### config.mk
export PLATFORM = sky130hd
export DESIGN_NAME = dcmr_lane
export DESIGN_NICKNAME = d
export VERILOG_FILES = /design/src/hdl/dcmr_pkg.sv /design/src/hdl/dcmr_lane.sv
export SDC_FILE = /design/constraint.sdc
export NUM_CORES = 1
export LEC_CHECK = 0
export BUFFER_PORTS_ARGS = -buffer_cell sky130_fd_sc_hd__buf_2
export CAP_MARGIN = 10
export CORE_MARGIN = 1
export CORE_UTILIZATION = 25
export DETAILED_ROUTE_END_ITERATION = 8
export GPL_TIMING_DRIVEN = 0
export REMOVE_ABC_BUFFERS = 1
export SYNTH_ARGS = -nofsm -noshare
export SYNTH_HDL_FRONTEND = slang
export SYNTH_SLANG_ARGS = --single-unit
export TNS_END_PERCENT = 100
### constraint.sdc
create_clock -name clk_i -period 5.5 [get_ports clk_i]
set_clock_uncertainty 0.2 [all_clocks]
set_input_delay 1.65 -clock clk_i [delete_from_list [all_inputs] [get_ports clk_i]]
set_output_delay 1.65 -clock clk_i [all_outputs]
set_load 0.02 [all_outputs]
### src/hdl/dcmr_pkg.sv
// ----------------------------------------------------------------------------
// dcmr_pkg: shared constants and types of the depthwise convolution MAC
// Widths of the lane words, accumulator format, register indexes and the
// activation control group passed from the top level to the merge stage.
// ----------------------------------------------------------------------------
package dcmr_pkg;

  localparam int unsigned LANES         = 8;
  localparam int unsigned SAMPLE_W      = 16;
  localparam int unsigned PROD_W        = 2 * SAMPLE_W;
  localparam int unsigned ACC_W         = 40;
  localparam int unsigned FRAC_BITS_DEF = 8;

  localparam int unsigned LANE_GROUP_W  = LANES * SAMPLE_W;
  localparam int unsigned IN_DATA_W     = 3 * LANE_GROUP_W;
  localparam int unsigned OUT_DATA_W    = LANE_GROUP_W;

  localparam int unsigned OUT_DEPTH     = 4;

  localparam int unsigned CFG_IDX_W     = 2;
  localparam logic [CFG_IDX_W-1:0] CFG_RELU_ON  = CFG_IDX_W'(0);
  localparam logic [CFG_IDX_W-1:0] CFG_RELU6_ON = CFG_IDX_W'(1);

  typedef struct packed {
    logic relu_on;
    logic relu6_on;
  } act_cfg_t;

endpackage

### src/hdl/dcmr_lane.sv
// ----------------------------------------------------------------------------
// dcmr_lane: one multiply-accumulate lane
// Registers sample times weight, then loads or adds into a saturating
// 40-bit accumulator. One word per cycle.
// ----------------------------------------------------------------------------
module dcmr_lane #(
  parameter int unsigned FRAC_BITS = dcmr_pkg::FRAC_BITS_DEF
) (
  input  logic                               clk_i,
  input  logic                               rst_ni,
  input  logic                               valid_i,
  input  logic                               first_i,
  input  logic signed [dcmr_pkg::SAMPLE_W-1:0] sample_i,
  input  logic signed [dcmr_pkg::SAMPLE_W-1:0] weight_i,
  input  logic signed [dcmr_pkg::SAMPLE_W-1:0] bias_i,
  output logic signed [dcmr_pkg::ACC_W-1:0]    acc_o
);
  import dcmr_pkg::*;

  localparam logic signed [ACC_W-1:0] ACC_MAX = {1'b0, {(ACC_W-1){1'b1}}};
  localparam logic signed [ACC_W-1:0] ACC_MIN = {1'b1, {(ACC_W-1){1'b0}}};

  logic                     valid_q;
  logic                     first_q;
  logic signed [PROD_W-1:0] prod_q;
  logic signed [ACC_W-1:0]  bias_q;
  logic signed [ACC_W-1:0]  acc_q, acc_d;
  logic signed [ACC_W-1:0]  base;
  logic signed [ACC_W:0]    sum;

  always_ff @(posedge clk_i or negedge rst_ni) begin
    if (!rst_ni) begin
      valid_q <= 1'b0;
      acc_q   <= '0;
    end else begin
      valid_q <= valid_i;
      acc_q   <= acc_d;
    end
  end

  always_ff @(posedge clk_i) begin
    if (valid_i) begin
      first_q <= first_i;
      prod_q  <= PROD_W'(sample_i * weight_i);
      bias_q  <= ACC_W'(bias_i) <<< FRAC_BITS;
    end
  end

  // The bias lands on the accumulator's binary point, which sits at
  // twice the fraction width of the operands.
  always_comb begin
    base = first_q ? bias_q : acc_q;
    sum  = (ACC_W+1)'(base) + (ACC_W+1)'(prod_q);
    if (!valid_q) begin
      acc_d = acc_q;
    end else if (sum[ACC_W] != sum[ACC_W-1]) begin
      acc_d = sum[ACC_W] ? ACC_MIN : ACC_MAX;
    end else begin
      acc_d = sum[ACC_W-1:0];
    end
  end

  assign acc_o = acc_q;

endmodule

# Yosys cells after proc, flatten, opt, wreduce, memory -nomap -nowiden
# Index checks and enable logic that the tools add are counted.
# W data, S select, Z words.
[word_totals]
ff_bits = 90
in_bits = 52
out_inout_bits = 40
elab_cells = 11
[op_classes]
addsub = 1
n_mul = 1
n_eq_ne = 1
mux = 3
[op_table]
columns = ["cell", "n"]
rows = [
  ["$mux W40", 3],
  ["$add A40 B32 Y41", 1],
  ["$mul A16 B16 Y32", 1],
  ["$ne A1 B1 Y1", 1],
]

# Depth between registers and ports, before layout
[logic_depth]
depth_word = 4
mapped_depth = 24

# Worst setup path after synthesis
# No wires, ideal clock.
[synth_timing]
path_kind = "input to register"
start = "in weight_i[2] in the netlist's numbering"
end = "reg prod_q[31] (data pin)"
setup_time_ps = 260
t_arrival_ps = 7099
required_ps = 5040
setup_slack_ps = -2059
cell_stages = 22
path_buffers = 1
path_cell_list = "clkbuf_1 and2_1 fa_1 inv_1 fa_1 fa_1 inv_1 fa_1 fa_1 inv_1 fa_1 inv_1 ha_1 a21o_1 a21o_1 a21o_1 a311o_1 nand3b_1 o21ai_0 o211ai_1 a21oi_1 xnor2_1"
[synth_via]
elab_chain_len = 1
[synth_rtl]
columns = ["element", "line_no", "source"]
rows = [
  ["start, declared", "dcmr_lane.sv:14", "input logic signed [dcmr_pkg::SAMPLE_W-1:0] weight_i,"],
  ["$mul A16 B16 Y32", "dcmr_lane.sv:44", "prod_q <= PROD_W'(sample_i * weight_i);"],
  ["end signal, assigned", "dcmr_lane.sv:44", ""],
  ["end, declared", "dcmr_lane.sv:25", "logic signed [PROD_W-1:0] prod_q;"],
]
# Every way passes these cells.
# A chain may end at the register's enable or synchronous reset.

# Worst setup path in the final report
[layout_timing]
start = "in sample_i[12] in the netlist's numbering"
end = "reg prod_q[29] (data pin)"
[layout_via]
elab_chain_len = 1
[layout_rtl]
columns = ["element", "line_no", "source"]
rows = [
  ["start, declared", "dcmr_lane.sv:13", "input logic signed [dcmr_pkg::SAMPLE_W-1:0] sample_i,"],
  ["$mul A16 B16 Y32", "dcmr_lane.sv:44", ""],
]
# Every way passes these cells.

==> run_summary.xml <==
<?xml version="1.0" encoding="UTF-8"?>
<metrics>
  <group name="synthesis">
    <metric name="synth_cell_type_count" unit="">70</metric>
    <metric name="netlist_instances" unit="">1698</metric>
    <metric name="synth-seq-cells" unit="">90</metric>
    <metric name="yosysWarningCount" unit="">0</metric>
    <metric name="ys_async_sr_fraction" unit="%">45.56</metric>
    <metric name="synth.cell_area" unit="µm²">15690</metric>
    <metric name="synth-main-ff-cell" unit="">sky130_fd_sc_hd__edfxtp_1</metric>
    <metric name="count_of_flip_flops_with_a_built_in_enable_after_synthesis" unit="">49</metric>
    <metric name="post-synth-top-area-fraction" unit="%">33.55</metric>
    <metric name="synth.yosys.seq_area_share" unit="%">15.92</metric>
    <metric name="synthesis.area_per_instance" unit="µm²">9.241</metric>
    <metric name="synth_top_area_cell" unit="">sky130_fd_sc_hd__fa_1</metric>
    <metric name="synth.top_cells.by_area" unit="">sky130_fd_sc_hd__fa_1, sky130_fd_sc_hd__ha_1, sky130_fd_sc_hd__edfxtp_1</metric>
  </group>
  <group name="placed_design">
    <metric name="detailed_placement_hpwl" unit="µm">33140</metric>
    <metric name="gp_routability_congestion" unit="">0.8590</metric>
    <metric name="port_buffers" unit="">91</metric>
    <metric name="placed_insts" unit="">2563</metric>
  </group>
  <group name="sta">
    <metric name="final_hold_viol_count" unit="">0</metric>
    <metric name="post-route-period-util" unit="%">129.7</metric>
    <metric name="fmax" unit="MHz">140.2</metric>
    <metric name="measured_slew_at_the_worst_slew_check_pin" unit="ns">1.164</metric>
    <metric name="max_transition_margin" unit="%">22.42</metric>
    <metric name="setup_tns" unit="ns">-25.69</metric>
    <metric name="finalSetupViolations" unit="">23</metric>
    <metric name="rsz_0062_raised_after_global_routing" unit="">true</metric>
    <metric name="final.setup.worst_slack" unit="ns">-1.631</metric>
    <metric name="timing.final.crit_period" unit="ns">7.131</metric>
    <metric name="finalMaxSlewViolations" unit="">0</metric>
  </group>
  <group name="drt">
    <metric name="num_vias" unit="">11850</metric>
    <metric name="first_pass_iters" unit="">5</metric>
    <metric name="viasPerCell" unit="">4.522</metric>
    <metric name="drt.antenna.violating_nets" unit="">0</metric>
    <metric name="drtIter0Drc" unit="">584</metric>
    <metric name="wl" unit="µm">41040</metric>
    <metric name="wire_per_inst" unit="µm">15.66</metric>
    <metric name="drc" unit="">0</metric>
  </group>
  <group name="die">
    <metric name="die_width" unit="µm">252.5</metric>
    <metric name="die-area" unit="µm²">63770</metric>
    <metric name="num_io_pins" unit="">92</metric>
    <metric name="core" unit="µm²">61830</metric>
    <metric name="rows" unit="">91</metric>
    <metric name="floorplan.initialDensity" unit="%">25.38</metric>
    <metric name="die_h" unit="µm">252.5</metric>
  </group>
  <group name="cells_and_area">
    <metric name="post_layout_nonfiller_instances" unit="">2621</metric>
    <metric name="num_antenna_cells" unit="">0</metric>
    <metric name="nFillCells" unit="">6419</metric>
    <metric name="final_layout_net_count" unit="">2216</metric>
    <metric name="post_route_cells_drive_above_1_share" unit="%">15.81</metric>
    <metric name="syn_to_final_growth" unit="%">16.98</metric>
  </group>
  <group name="cts">
    <metric name="cts_made_buffers" unit="">9</metric>
    <metric name="cts_tree" unit="">built</metric>
    <metric name="clkLatencyLatePin" unit="ns">0.36</metric>
    <metric name="worst_setup_hold_path_clk_slew" unit="ns">0.07</metric>
    <metric name="cts_hold_repair.buffers" unit="">0</metric>
    <metric name="clk_root_buffer_cell" unit="">sky130_fd_sc_hd__clkbuf_16</metric>
    <metric name="clock_sink_count" unit="">90</metric>
    <metric name="htreeDepth" unit="">3</metric>
    <metric name="ctsLongestPathBuffers" unit="">2</metric>
  </group>
  <group name="flow_run">
    <metric name="cap_viol_max_count" unit="">0</metric>
  </group>
  <group name="worst_setup_path">
    <metric name="end_kind" unit="">flop</metric>
    <metric name="cp-start-kind" unit="">input port</metric>
    <metric name="required_worst_endpoint" unit="ns">5.41</metric>
    <metric name="worstReg2RegStart" unit="">first_q$_DFFE_PP_</metric>
    <metric name="critPathArrivalTime" unit="ns">7.04</metric>
    <metric name="critical_path_class" unit="">in -&gt; reg</metric>
    <metric name="path_max_fanout" unit="">4</metric>
    <metric name="crit_start" unit="">sample_i[12]</metric>
  </group>
  <group name="hold_path">
    <metric name="hp-class" unit="">reg -&gt; reg</metric>
    <metric name="worstHoldStart" unit="">acc_o[16]$_DFFE_PN0P_</metric>
  </group>
  <group name="grt">
    <metric name="grt_pass1_vias" unit="">12770</metric>
    <metric name="wire_length_of_the_first_global_routing_pass" unit="µm">67730</metric>
    <metric name="groute.usage.overall" unit="%">13.21</metric>
    <metric name="pin_count_of_the_biggest_net_entering_global_routing" unit="">51</metric>
    <metric name="grt_remaining_overflow" unit="">0</metric>
    <metric name="number_of_antenna_violations_at_the_first_check_in_global_routing" unit="">1</metric>
  </group>
  <group name="status">
    <metric name="result_of_the_run" unit="">finished, violations left</metric>
    <metric name="failed_checks" unit="">negative setup slack</metric>
  </group>
</metrics>
## final cells by class
class,instances,area (µm²),share of cell area [%]
Tap cell,837,1047,5.705
Sequential cell,90,2499,13.61
Timing Repair Buffer,134,1147,6.251
Clock inverter,6,65.06,0.3545
Inverter,334,1257,6.851
Clock buffer,10,239.0,1.302
Multi-Input combinational cell,1210,12100,65.92
## what timing repair did
| action | in CTS | in global routing |
|---|---|---|
| cloned | 0 | 0 |
| resized for setup | 176 | 35 |
| setup buffers | 27 | 15 |
| setup endpoints to repair | 24 | 34 |
| pin swaps | 61 | 31 |
## state kept, by name, indices dropped and copies added (netlist names)
register  cells
valid_q       1
acc_o        40
first_q       1
prod_q       32
bias_q       16
## routing by layer
metal	track usage (%)	wire (µm)	part of all wire, %	vias to the layer above
li1	-	-	-	5570
met1	17.62	18930	46	5972
met2	22.65	19750	48	272
met3	1.926	1931	4.7	36
met4	2.563	426	1.0	2
met5	0	10	0.024	-
## synth_stat cells (12+ instances only)
cell / instances
sky130_fd_sc_hd__inv_1: 333
sky130_fd_sc_hd__fa_1: 263
sky130_fd_sc_hd__nand2_1: 160
sky130_fd_sc_hd__and2_1: 131
sky130_fd_sc_hd__ha_1: 122
sky130_fd_sc_hd__nor2_1: 74
sky130_fd_sc_hd__a21oi_1: 72
sky130_fd_sc_hd__o21ai_0: 71
sky130_fd_sc_hd__xnor2_1: 51
sky130_fd_sc_hd__edfxtp_1: 49
sky130_fd_sc_hd__clkbuf_1: 46
sky130_fd_sc_hd__dfrtp_1: 41
sky130_fd_sc_hd__a21o_1: 35
sky130_fd_sc_hd__o22ai_1: 22
sky130_fd_sc_hd__nand3_1: 17
sky130_fd_sc_hd__xor2_1: 17
sky130_fd_sc_hd__a31oi_1: 15
sky130_fd_sc_hd__nand2b_1: 15
sky130_fd_sc_hd__nor3_1: 12
## stage by stage
step | area [µm²] | hold WS, ns | setup slack [ns] | util (%)
final | 18360 | 0.3146 | -1.631 | 29.69
after global routing | 18360 | 0.3346 | -1.822 | 29.69
after CTS | 18130 | 0.3201 | -1.631 | 29.32
after detailed placement | 16930 | 0.3064 | -2.763 | 27.39
after global placement | 16900 | 0.2934 | -2.648 | 27.34
after floorplan | 15400 | 0.4022 | -1.853 | -
## logic make-up after synthesis
kind of cell,synth area share [%]
compound gates,12.25
buf+inv,9.840
mux,0.5741
simple gates,14.10
fa+ha+maj,43.35
xor+xnor,3.971
flops,15.92
## placed cells by master, fill, tap and decap left out, types with 9 or more instances in the layout
cell type                   count
sky130_fd_sc_hd__inv_1        318
sky130_fd_sc_hd__fa_1         249
sky130_fd_sc_hd__nand2_1      156
sky130_fd_sc_hd__and2_1       114
sky130_fd_sc_hd__ha_1         106
sky130_fd_sc_hd__nor2_1        71
sky130_fd_sc_hd__o21ai_0       64
sky130_fd_sc_hd__buf_2         61
sky130_fd_sc_hd__a21oi_1       57
sky130_fd_sc_hd__xnor2_1       49
sky130_fd_sc_hd__edfxtp_1      49
sky130_fd_sc_hd__dfrtp_1       40
sky130_fd_sc_hd__a21o_1        35
sky130_fd_sc_hd__buf_4         31
sky130_fd_sc_hd__buf_6         23
sky130_fd_sc_hd__o22ai_1       22
sky130_fd_sc_hd__and2_4        17
sky130_fd_sc_hd__xor2_1        17
sky130_fd_sc_hd__nand3_1       16
sky130_fd_sc_hd__inv_2         15
sky130_fd_sc_hd__nand2b_1      14
sky130_fd_sc_hd__a21oi_2       14
sky130_fd_sc_hd__fa_2          14
sky130_fd_sc_hd__a31oi_1       13
sky130_fd_sc_hd__ha_4          13
sky130_fd_sc_hd__buf_12        12
sky130_fd_sc_hd__nand4_1       11
sky130_fd_sc_hd__o211ai_1      11
sky130_fd_sc_hd__nor3_1        11
sky130_fd_sc_hd__clkbuf_16      9
## path summary, 6_finish.rpt
path                                          to  slack (ns)  cells past startpoint
max reg2reg                acc_o[34]$_DFFE_PN0P_        0.53                     12
max in group asynchronous      valid_q$_DFF_PN0_        3.16                      1
min                        acc_o[16]$_DFFE_PN0P_        0.31                      1
min in group asynchronous   acc_o[5]$_DFFE_PN0P_        1.26                      1
min reg2reg                acc_o[16]$_DFFE_PN0P_        0.31                      1
max                         prod_q[29]$_DFFE_PP_       -1.63                     22
## critical path: stages
cell                       delay, ns
sky130_fd_sc_hd__buf_12         0.10
sky130_fd_sc_hd__and2_4         0.15
sky130_fd_sc_hd__fa_1           0.55
sky130_fd_sc_hd__inv_2          0.04
sky130_fd_sc_hd__fa_1           0.49
sky130_fd_sc_hd__fa_1           0.55
sky130_fd_sc_hd__inv_2          0.05
sky130_fd_sc_hd__fa_1           0.46
sky130_fd_sc_hd__fa_1           0.54
sky130_fd_sc_hd__inv_2          0.04
sky130_fd_sc_hd__fa_1           0.51
sky130_fd_sc_hd__inv_2          0.05
sky130_fd_sc_hd__ha_4           0.23
sky130_fd_sc_hd__a21o_1         0.15
sky130_fd_sc_hd__a21o_1         0.15
sky130_fd_sc_hd__a21o_1         0.18
sky130_fd_sc_hd__a311o_1        0.35
sky130_fd_sc_hd__nand3b_1       0.20
sky130_fd_sc_hd__o211a_1        0.24
sky130_fd_sc_hd__o21ai_1        0.15
sky130_fd_sc_hd__nand2_1        0.08
sky130_fd_sc_hd__xor2_1         0.14
Power is not shown: default switching activity piles up to over one toggle a cycle in this logic, so the estimate is an artifact.
