`config.mk`:
```
export PLATFORM = sky130hd
export DESIGN_NAME = dcmr_merge
export DESIGN_NICKNAME = d
export VERILOG_FILES = /design/src/hdl/dcmr_pkg.sv /design/src/hdl/dcmr_merge.sv
export SDC_FILE = /design/constraint.sdc
export NUM_CORES = 1
export LEC_CHECK = 0
export BUFFER_PORTS_ARGS = -buffer_cell sky130_fd_sc_hd__buf_2
export CAP_MARGIN = 5
export CORE_UTILIZATION = 28
export DETAILED_ROUTE_END_ITERATION = 10
export SLEW_MARGIN = 40
export SYNTH_ARGS = -nofsm -noshare
export SYNTH_HDL_FRONTEND = slang
export SYNTH_SLANG_ARGS = --single-unit
```
`constraint.sdc`:
```
create_clock -name clk_i -period 5.16 [get_ports clk_i]
set_input_delay 1.032 -clock clk_i [delete_from_list [all_inputs] [get_ports clk_i]]
set_output_delay 1.032 -clock clk_i [all_outputs]
set_load 0.1 [all_outputs]
```
`src/hdl/dcmr_pkg.sv`:
```
// ----------------------------------------------------------------------------
// dcmr_pkg: shared constants and types of the depthwise convolution MAC
// Widths of the lane words, accumulator format, register indexes and the
// activation control group passed from the top level to the merge stage.
// ----------------------------------------------------------------------------
package dcmr_pkg;

  localparam int unsigned LANES         = 8;
  localparam int unsigned SAMPLE_W      = 16;
  localparam int unsigned PROD_W        = 2 * SAMPLE_W;
  localparam int unsigned ACC_W         = 40;
  localparam int unsigned FRAC_BITS_DEF = 8;

  localparam int unsigned LANE_GROUP_W  = LANES * SAMPLE_W;
  localparam int unsigned IN_DATA_W     = 3 * LANE_GROUP_W;
  localparam int unsigned OUT_DATA_W    = LANE_GROUP_W;

  localparam int unsigned OUT_DEPTH     = 4;

  localparam int unsigned CFG_IDX_W     = 2;
  localparam logic [CFG_IDX_W-1:0] CFG_RELU_ON  = CFG_IDX_W'(0);
  localparam logic [CFG_IDX_W-1:0] CFG_RELU6_ON = CFG_IDX_W'(1);

  typedef struct packed {
    logic relu_on;
    logic relu6_on;
  } act_cfg_t;

endpackage

```
`src/hdl/dcmr_merge.sv`:
```
// ----------------------------------------------------------------------------
// dcmr_merge: activation and result queue
// Scales, saturates and clamps all lane accumulators, packs them into one
// result word and holds finished words in a small queue for the output.
// ----------------------------------------------------------------------------
module dcmr_merge #(
  parameter int unsigned FRAC_BITS = dcmr_pkg::FRAC_BITS_DEF
) (
  input  logic                                clk_i,
  input  logic                                rst_ni,
  input  dcmr_pkg::act_cfg_t                  cfg_i,
  input  logic signed [dcmr_pkg::ACC_W-1:0]   acc_i [dcmr_pkg::LANES],
  input  logic                                push_i,
  input  logic [1:0]                          pend_i,
  output logic                                space_o,
  output logic                                valid_o,
  input  logic                                ready_i,
  output logic [dcmr_pkg::OUT_DATA_W-1:0]     data_o
);
  import dcmr_pkg::*;

  localparam int unsigned PTR_W = $clog2(OUT_DEPTH);
  localparam int unsigned CNT_W = $clog2(OUT_DEPTH + 1);
  localparam int unsigned HI_W  = ACC_W - SAMPLE_W + 1;
  localparam logic signed [SAMPLE_W-1:0] SIX    = SAMPLE_W'(6 << FRAC_BITS);
  localparam logic signed [SAMPLE_W-1:0] RES_MAX = {1'b0, {(SAMPLE_W-1){1'b1}}};
  localparam logic signed [SAMPLE_W-1:0] RES_MIN = {1'b1, {(SAMPLE_W-1){1'b0}}};

  logic signed [ACC_W-1:0]    shifted [LANES];
  logic signed [SAMPLE_W-1:0] lane_res [LANES];
  logic [HI_W-1:0]            hi_bits [LANES];
  logic [OUT_DATA_W-1:0]      packed_res;

  logic [OUT_DATA_W-1:0] mem_q [OUT_DEPTH];
  logic [PTR_W-1:0]      wr_ptr_q, rd_ptr_q;
  logic [CNT_W-1:0]      count_q, count_d;
  logic                  pop;

  // Floor shift, saturation to 16 bits, then the enabled clamps.
  always_comb begin
    for (int l = 0; l < LANES; l++) begin
      shifted[l] = acc_i[l] >>> FRAC_BITS;
      hi_bits[l] = shifted[l][ACC_W-1:SAMPLE_W-1];
      if ((&hi_bits[l]) || !(|hi_bits[l])) begin
        lane_res[l] = shifted[l][SAMPLE_W-1:0];
      end else begin
        lane_res[l] = shifted[l][ACC_W-1] ? RES_MIN : RES_MAX;
      end
      if ((cfg_i.relu_on || cfg_i.relu6_on) && lane_res[l] < 0) begin
        lane_res[l] = '0;
      end
      if (cfg_i.relu6_on && lane_res[l] > SIX) begin
        lane_res[l] = SIX;
      end
      packed_res[l*SAMPLE_W +: SAMPLE_W] = lane_res[l];
    end
  end

  assign pop     = valid_o && ready_i;
  assign valid_o = (count_q != '0);
  assign data_o  = mem_q[rd_ptr_q];
  assign space_o = ((CNT_W+1)'(count_q) + (CNT_W+1)'(pend_i)) < (CNT_W+1)'(OUT_DEPTH);

  always_comb begin
    count_d = count_q;
    if (push_i && !pop) begin
      count_d = count_q + CNT_W'(1);
    end else if (pop && !push_i) begin
      count_d = count_q - CNT_W'(1);
    end
  end

  always_ff @(posedge clk_i or negedge rst_ni) begin
    if (!rst_ni) begin
      wr_ptr_q <= '0;
      rd_ptr_q <= '0;
      count_q  <= '0;
    end else begin
      count_q <= count_d;
      if (push_i) begin
        wr_ptr_q <= wr_ptr_q + PTR_W'(1);
      end
      if (pop) begin
        rd_ptr_q <= rd_ptr_q + PTR_W'(1);
      end
    end
  end

  always_ff @(posedge clk_i) begin
    if (push_i) begin
      mem_q[wr_ptr_q] <= packed_res;
    end
  end

  a_no_overflow: assert property (@(posedge clk_i) disable iff (!rst_ni)
    push_i |-> (count_q < CNT_W'(OUT_DEPTH)) || pop)
    else $error("result queue overflow");

  a_count_bound: assert property (@(posedge clk_i) disable iff (!rst_ni)
    count_q <= CNT_W'(OUT_DEPTH))
    else $error("result queue count out of range");

  a_pop_drains: assert property (@(posedge clk_i) disable iff (!rst_ni)
    (pop && !push_i) |=> count_q == $past(count_q) - CNT_W'(1))
    else $error("result queue count did not drop on pop");

  a_space_safe: assert property (@(posedge clk_i) disable iff (!rst_ni)
    space_o |-> ((CNT_W+1)'(count_q) + (CNT_W+1)'(pend_i)) < (CNT_W+1)'(OUT_DEPTH))
    else $error("input taken without room for its result");

endmodule

```
[Word-level counts from Yosys, hierarchy flattened]
Memory sizes are Yosys's and may differ from the RTL's.
Index checks and enable logic that the tools add are counted.
Cells by class
  reduce and logical (&&, ||, !) cells: 56
  add/subtract/negate cells: 5
  $lt $le $gt $ge: 17
  mux-type cells: 36
Operators with widths (number)
  16-bit two-way mux: 32
  17-bit AND reduction: 8
  17-bit OR reduction: 8
  16-bit by 12-bit greater-than comparator with 1-bit output (second input constant): 8
  16-bit by 1-bit < comparator with 1-bit output (second input constant): 8
  1-bit logical AND: 19
  1-bit logical NOT: 10
  1-bit logical OR: 9
  3-bit two-way mux: 2
  2-bit by 1-bit adder with 2-bit output (second input constant): 2
  3-bit by 2-bit adder with 4-bit output: 1
  4-bit by 3-bit < comparator with 1-bit output (second input constant): 1
  3-bit by 1-bit adder with 3-bit output (second input constant): 1
  3-bit nonzero test: 1
  3-bit by 1-bit subtractor with 3-bit output (second input constant): 1
  1-bit two-way mux: 2
  2-bit nonzero test: 1
Word-level totals
  memories kept: 1
  output and inout port bits: 130
  input bits: 328
  bits in registers: 7
  RAM bits: 512
  logic and storage cells: 118
Memory list
  mem_q: words 4, bits a word 128, rd ports 1, clocked after Yosys merged registers in 0, write ports 1, line dcmr_merge.sv:34  | logic [OUT_DATA_W-1:0] mem_q [OUT_DEPTH];

[Depth between registers and ports, before layout]
Gate-level depths: netlist of the first run.
  depth after elaboration: 10
  depth in mapped cells: 8
  gate-level depth less buffers: 8

[Worst setup path before layout of the first run]
No wires, ideal clock.
  path type: input-to-output
  from: input pend_i[1]
  to: output space_o
  arrival: 3.786 ns
  required time: 4.128 ns
  setup slack: 0.342 ns
  cell stages on the path: 2
  path through: ha_1 -> a311oi_1
On the way
  longest elaborated chain between the ends: 2
Ends and longest elaborated chain
  start: declaration: line dcmr_merge.sv:14  | input logic [1:0] pend_i,
  3-bit by 2-bit adder with 4-bit output: line dcmr_merge.sv:62  | assign space_o = ((CNT_W+1)'(count_q) + (CNT_W+1)'(pend_i)) < (CNT_W+1)'(OUT_DEPTH);
  4-bit by 3-bit < comparator with 1-bit output: line dcmr_merge.sv:62
  end: declaration: line dcmr_merge.sv:15  | output logic space_o,
Every way passes these cells.

[Worst setup path after layout of the first run]
  from: register rd_ptr_q[1]
  to: output data_o[4] (netlist bit)
On the way
  longest elaborated chain between the ends: 1
Ends and longest elaborated chain
  start: declaration: line dcmr_merge.sv:35  | logic [PTR_W-1:0] wr_ptr_q, rd_ptr_q;
  start signal: assignment: line dcmr_merge.sv:84  | rd_ptr_q <= rd_ptr_q + PTR_W'(1);
  memory read 4 x 128 bit
  end: declaration: line dcmr_merge.sv:18  | output logic [dcmr_pkg::OUT_DATA_W-1:0] data_o
Every way passes these cells.

==> results of run 1 <==
[layer usage]
layer,global-route usage (%),up-vias
met2,24.16,477
met3,3.523,104
met1,17.24,6547
met5,0,-
met4,3.846,8
li1,-,5683
[power by group]
part | switching, mW | internal, mW
Sequential | 0.257 | 5.54
Clock | 1.61 | 2.28
Combinational | 6.93 | 1.82
Total | 8.80 | 9.63
[critical path, stage by stage (launching register included)]
cell and delay [ns]:
dfrtp_4 0.76, buf_12 0.30, buf_4 0.32, mux4_2 0.26, buf_2 0.46
[flip-flops by register name, summed over array words and instances, names as in the netlist]
name and cells:
mem_q 512, wr_ptr_q 2, rd_ptr_q 2, count_q 3
[kinds of logic after synthesis]
| logic type | count (synthesis) | synth area share [%] |
|---|---|---|
| AO/OA/AOI/OAI | 148 | 5.070 |
| buffers and inverters | 56 | 1.202 |
| adder cells (fa/ha/maj) | 7 | 0.4433 |
| flip-flops | 519 | 72.50 |
| AND/OR/NAND/NOR | 291 | 7.047 |
| multiplexers | 129 | 13.49 |
| XOR/XNOR | 6 | 0.2451 |
[how the worst min path moves through the flow]
stage                     startpoint          end  slack [ns]  depth (start not counted)
final                         rst_ni   count_q[0]        0.26                          1
after floorplan           count_q[2]   count_q[2]        0.46                          1
after global routing          rst_ni  rd_ptr_q[0]        0.24                          1
after global placement    count_q[2]   count_q[2]        0.48                          1
after CTS                     rst_ni   count_q[1]        0.22                          1
after detailed placement  count_q[2]   count_q[2]        0.52                          1
[layout make-up]
type	count	area share, %
sequential	519	58.41
antenna	2	0.01879
tap	978	4.594
clock inverter	33	1.029
inverter	11	0.1550
multi-input combinational	581	21.31
timing repair buffer	419	8.803
clock buffer	69	5.684
[cells in the mapped netlist (2+ instances only)]
cell	instances
o21a_1	73
ha_1	6
xnor2_1	3
or4_1	2
a22oi_4	2
a221o_1	2
nand2b_1	5
nand3_1	18
clkbuf_1	20
o21ai_1	2
a211oi_1	3
buf_2	17
o221ai_1	2
nor2_1	106
o2bb2ai_1	2
nor4_2	6
nand4_1	32
edfxtp_1	512
or3_1	3
xor2_1	3
dfrtp_1	7
or2_2	7
buf_1	4
a21oi_1	9
o21ai_2	2
a31oi_1	9
o211ai_1	7
o21ai_0	21
a41oi_1	2
inv_1	11
nor3_1	13
nor4_1	44
buf_6	3
and3_1	2
and2_1	13
nand2_1	31
mux4_2	128
==> results.ini, run 1 <==
[yosys]
synth_area_leaders=edfxtp_1 72%, mux4_2 13%, o21a_1 2.6%
synthCells=1156
syn_area_mm2=0.02145
yosysUniqueCellTypes=61
synth_edf_count=512
synth_ff_type=edfxtp_1
synth_seq_cells=519
synth-async-reset-ratio_pct=1.349
yosysTopAreaCell=edfxtp_1
synth_top_area_share_pct=71.68
ys_seq_area_share_pct=72.50
synth_fp_nets=1491
yosys_warnings=0
synth.avg_cell_area_um2=18.55

[placement]
portBuffers=393
place_ws_ns=1.732
place_inst=2508
placed_area_mm2=0.02484
dp_hpwl_mm=37.05
gp_congestion=0.8601

[cts]
postCtsSetupRepairBufs=0
htreeDepth=2
cts.clk_slew.worst_paths_ns=0.06
clkSinkCount=519
clockBufferDepth=3
cts_made_buffers=57
clk_latency_ns=0.59
cts_root_buf=clkbuf_16
cts_resized=0
cts_hold_buffers=0
cts_tree=done

[worst_setup_path]
cp_max_fo=29
r2r_end=count_q[2]
cp.arrival_ns=2.75
endpoint=data_o[4]
reg2reg_slack_ns=3.03
startpoint=rd_ptr_q[1]
endpoint_kind=primary output
worstPathRequired_ns=4.13
start_kind=flop
rr_startpoint=count_q[0]
worstSetupPathType=reg2out
r2r_cells=8

[die]
die_area_mm2=0.07771
die_w_um=278.8
io_pins=458
num_rows=101
chipHeight_um=278.8
core-area_mm2=0.07582
initial_core_util_pct=28.29

[hold_path]
min_path_type=in2async

[detailed_routing]
drc=0
wl_met2_mm=27.41
wl_per_cell_um=21.05
highest_layer=met5
met1Wirelength_mm=22.59
final_antenna_net_count=0
wl_mm=54.99
dr_total_vias=12819
vias_per_cell=4.908
first_pass_iters=5
drt_iter0_drc=914
wl_met3_mm=3.632

[timing]
tns_ns=0
rsz0062_at_grt=no
min_period_ns=3.781
fin_skew_ns=0.01107
hold_ws_ns=0.2641
relSlewSlack_pct=49.29
period_share_pct=73.28
fin_ws_ns=1.379
drv_slew=0
fmax_mhz=264.5
worst-slew-pin-transition_ns=0.7527
setup-violations-final=0
final_hold_viol_count=0

[pwr]
vdd_drop_max_uv=438.0
cellLeakagePower_nw=9.141
power_mw=18.42
p_per_area_mw_per_mm2=691.7

[final_layout]
fin_util_pct=35.13
layout-drive-gt1-share_pct=40.50
nets=1924
final_cells=2612
syn2layout_area_growth_pct=24.19
final_cell_mix=512 x edfxtp_1, 393 x buf_2, 128 x mux4_2
layout_commonest_cell=edfxtp_1
num-fill-cells=7216
seq_area_mm2=0.01556
post-route-cell-area_mm2=0.02664
multiInputGateArea_mm2=0.005675

[global_route]
grt_start_max_net_pins=49
overflow=0
antenna_found_initial=8
grt_pass1_wl_mm=81.88
grt_pass1_vias=13585
track_usage_pct=13.96

[run_status]
status=finished, final reports clean

[job]
cap_violations=0

Power figures use the tool's default switching activity.
==> run 2: changes to the inputs <==
- ABC_AREA: unset -> 1
- clock period: 5.16 -> 3.15 ns (I/O delays scaled with it)
==> results.ini, run 2 <==
[cts]
cts.clk_slew.worst_paths_ns=0.06  ; about the same
htreeDepth=2  ; unchanged
clockBufferDepth=3  ; unchanged
clk_latency_ns=0.58  ; was 0.59 ns
clkSinkCount=519  ; unchanged
cts_root_buf=clkbuf_16  ; unchanged
cts_tree=done  ; unchanged
cts_made_buffers=55  ; was 57

[timing]
rsz0062_at_grt=yes  ; was no
final_hold_viol_count=0  ; unchanged
period_share_pct=97.17
relSlewSlack_pct=58.14  ; was 49.29%
drv_slew=0  ; unchanged
fmax_mhz=326.7
setup-violations-final=0  ; unchanged
hold_ws_ns=0.3559  ; was 0.2641 ns
worst-slew-pin-transition_ns=0.6272  ; was 0.7527 ns
min_period_ns=3.061
fin_skew_ns=0.01206  ; was 0.01107 ns

[final_layout]
layout-drive-gt1-share_pct=25.90  ; was 40.50%
syn2layout_area_growth_pct=33.60  ; was 24.19%
largest_register=mem_q  ; unchanged
largest_register_ffs=512  ; unchanged
final_cell_mix=525 x nor2_1, 512 x edfxtp_1, 497 x nand2_1  ; was 512 x edfxtp_1, 393 x buf_2, 128 x mux4_2
num-fill-cells=7995  ; was 7,216
layout_commonest_cell=nor2_1  ; was edfxtp_1
nets=3045  ; was 1,924
largestRegisters=mem_q (512), count_q (3)  ; unchanged

[worst_setup_path]
crit_chain=inv_4, buf_12, o21ai_0, o22ai_2, buf_2  ; was buf_12, buf_4, mux4_2, buf_2
path_buf_inv=3  ; unchanged
cp_top_family=buffers and inverters  ; unchanged
crit_slowest_cell=dfrtp_4  ; unchanged
worstSetupPathType=reg2out  ; unchanged
max_stage_delay_ns=0.61  ; was 0.76 ns
start_kind=flop  ; unchanged
endpoint_kind=primary output  ; unchanged
rr_startpoint=wr_ptr_q[0]  ; was count_q[0]
cp_max_fo=59  ; was 29
cp.arrival_ns=2.43  ; was 2.75 ns
startpoint=rd_ptr_q[1]  ; unchanged
worstPathRequired_ns=2.52  ; was 4.13 ns

[yosys]
synthTopCellsByCount=525 x nor2_1, 512 x edfxtp_1, 500 x nand2_1  ; was 512 x edfxtp_1, 128 x mux4_2, 106 x nor2_1
synth_seq_cells=519  ; unchanged
ys_seq_area_share_pct=66.23  ; was 72.50%
synth_edf_count=512  ; unchanged
yosysTopAreaCell=edfxtp_1  ; unchanged
yosysMostFrequentCell=nor2_1  ; was edfxtp_1
synth.avg_cell_area_um2=10.14  ; was 18.55 um2
synth_area_leaders=edfxtp_1 65%, nor2_1 8.4%, nand2_1 8.0%  ; was edfxtp_1 72%, mux4_2 13%, o21a_1 2.6%
syn_area_mm2=0.02348  ; was 0.02145 mm2
synth-async-reset-ratio_pct=1.349  ; unchanged
synth_top_area_share_pct=65.48  ; was 71.68%
synthCells=2315  ; was 1,156
synth_ff_type=edfxtp_1  ; unchanged
synth_fp_nets=2650  ; was 1,491
yosys_warnings=0  ; unchanged
yosysUniqueCellTypes=34  ; was 61

[die]
initial_core_util_pct=28.46  ; was 28.29%
num_rows=105  ; was 101
die_area_mm2=0.08502  ; was 0.07771 mm2
io_pins=458  ; unchanged
chipHeight_um=291.6  ; was 278.8 um
die_w_um=291.6  ; was 278.8 um
core-area_mm2=0.08250  ; was 0.07582 mm2

[hold_path]
min_path_type=in2reg  ; was in2async
hold_path_startpoint=ready_i

[run_status]
status=finished, final reports clean  ; unchanged

[detailed_routing]
wl_per_cell_um=16.70  ; was 21.05 um
wl_mm=63.93  ; was 54.99 mm
first_pass_iters=5  ; unchanged
dr_total_vias=17677  ; was 12,819
final_antenna_net_count=0  ; unchanged
drt_iter0_drc=953  ; was 914
drc=0  ; unchanged
vias_per_cell=4.618  ; was 4.908

[global_route]
grt_start_max_net_pins=100  ; was 49
overflow=0  ; unchanged
antenna_found_initial=3  ; was 8
grt_pass1_vias=17168  ; was 13,585
grt_pass1_wl_mm=96.70  ; was 81.88 mm
track_usage_pct=14.56  ; was 13.96%

[placement]
dp_hpwl_mm=41.65  ; was 37.05 mm
portBuffers=393  ; unchanged
gp_congestion=0.8295  ; was 0.8601

[job]
cap_violations=0  ; unchanged

run 2: cell count changes in the layout (fill, tap and decap cells not counted), moves of 116 or more:
cell	before	now
o21ai_0	21	267
buf_2	393	277
nand2_1	31	497
mux4_2	128	0
nor2_1	101	525
o22ai_2	0	128
run 2: metrics by stage:
stage,worst slack (ns),cell area [um2],std cells,utilization [%],setup TNS (ns)
after global placement,0.04824,29360,3721,35.59,0
after detailed placement,0.04202,29360,3721,35.59,0
after CTS,0.001940,31310,3826,37.95,0
after global routing,-0.03830,31370,3828,38.02,-0.03830
final,0.08919,31370,3828,38.02,0
after floorplan,-0.02115,24300,2315,-,-2.726
run 2: kinds of logic after synthesis:
group / Yosys count / share of synthesized area (%)
xor gates and xnor gates: 4 / 0.1492
AOI/OAI and AO/OA: 432 / 10.00
buffers and inverters: 233 / 4.338
muxes: 1 / 0.04796
adders and majority gates: 7 / 0.4050
and+or+nand+nor: 1119 / 18.83
DFF: 519 / 66.23
run 2: path summary, 6_finish.rpt:
path | cells after the start | endpoint | slack, ns
setup / recovery | 5 | data_o[120] | 0.09
hold reg to reg | 1 | wr_ptr_q[0] | 0.53
setup reg to reg | 6 | mem_q[0][42] | 1.16
max in group asynchronous | 2 | rd_ptr_q[0] | 2.56
min in group asynchronous | 2 | count_q[2] | 0.40
hold / removal | 3 | rd_ptr_q[0] | 0.36
run 2: area by class of cell:
| type | count | area (um2) | share of cell area [%] |
|---|---|---|---|
| flip-flops and latches | 519 | 15560 | 49.60 |
| multi-input cells | 1563 | 7719 | 24.61 |
| repair buffers | 455 | 4359 | 13.90 |
| clock buffers | 68 | 1476 | 4.707 |
| well taps | 1070 | 1339 | 4.268 |
| inverters | 116 | 465.4 | 1.484 |
| clock inverters | 36 | 449.2 | 1.432 |
| diodes | 1 | 2.502 | 0.007978 |
run 2: routing by layer:
| metal | up-vias | track usage [%] | share of wire (%) |
|---|---|---|---|
| met3 | 69 | 2.710 | 4.6 |
| li1 | 8763 | - | - |
| met4 | 0 | 3.350 | 1.8 |
| met2 | 369 | 25.10 | 49 |
| met5 | - | 0 | 0 |
| met1 | 8476 | 18.84 | 45 |
run 2: timing repair:
item | 4_1_cts | 5_1_grt
gates resized for setup | 2 | 9
setup buffers | 0 | 0
cloned | 0 | 1
setup endpoints to repair | 2 | 32
hold buffers | 1 | 0
hold endpoints to repair | 7 | 0
run 2: worst register-to-register path: cells and delay by family (launching register included):
kind | cells | cell delay (ns)
adders and majority gates | 1 | 0.19
and+or+nand+nor | 1 | 0.10
DFF | 1 | 0.41
buffers and inverters | 4 | 1.04
Power of run 2 is not shown: default switching activity piles up to over one toggle a cycle in this logic, so the estimate is an artifact.
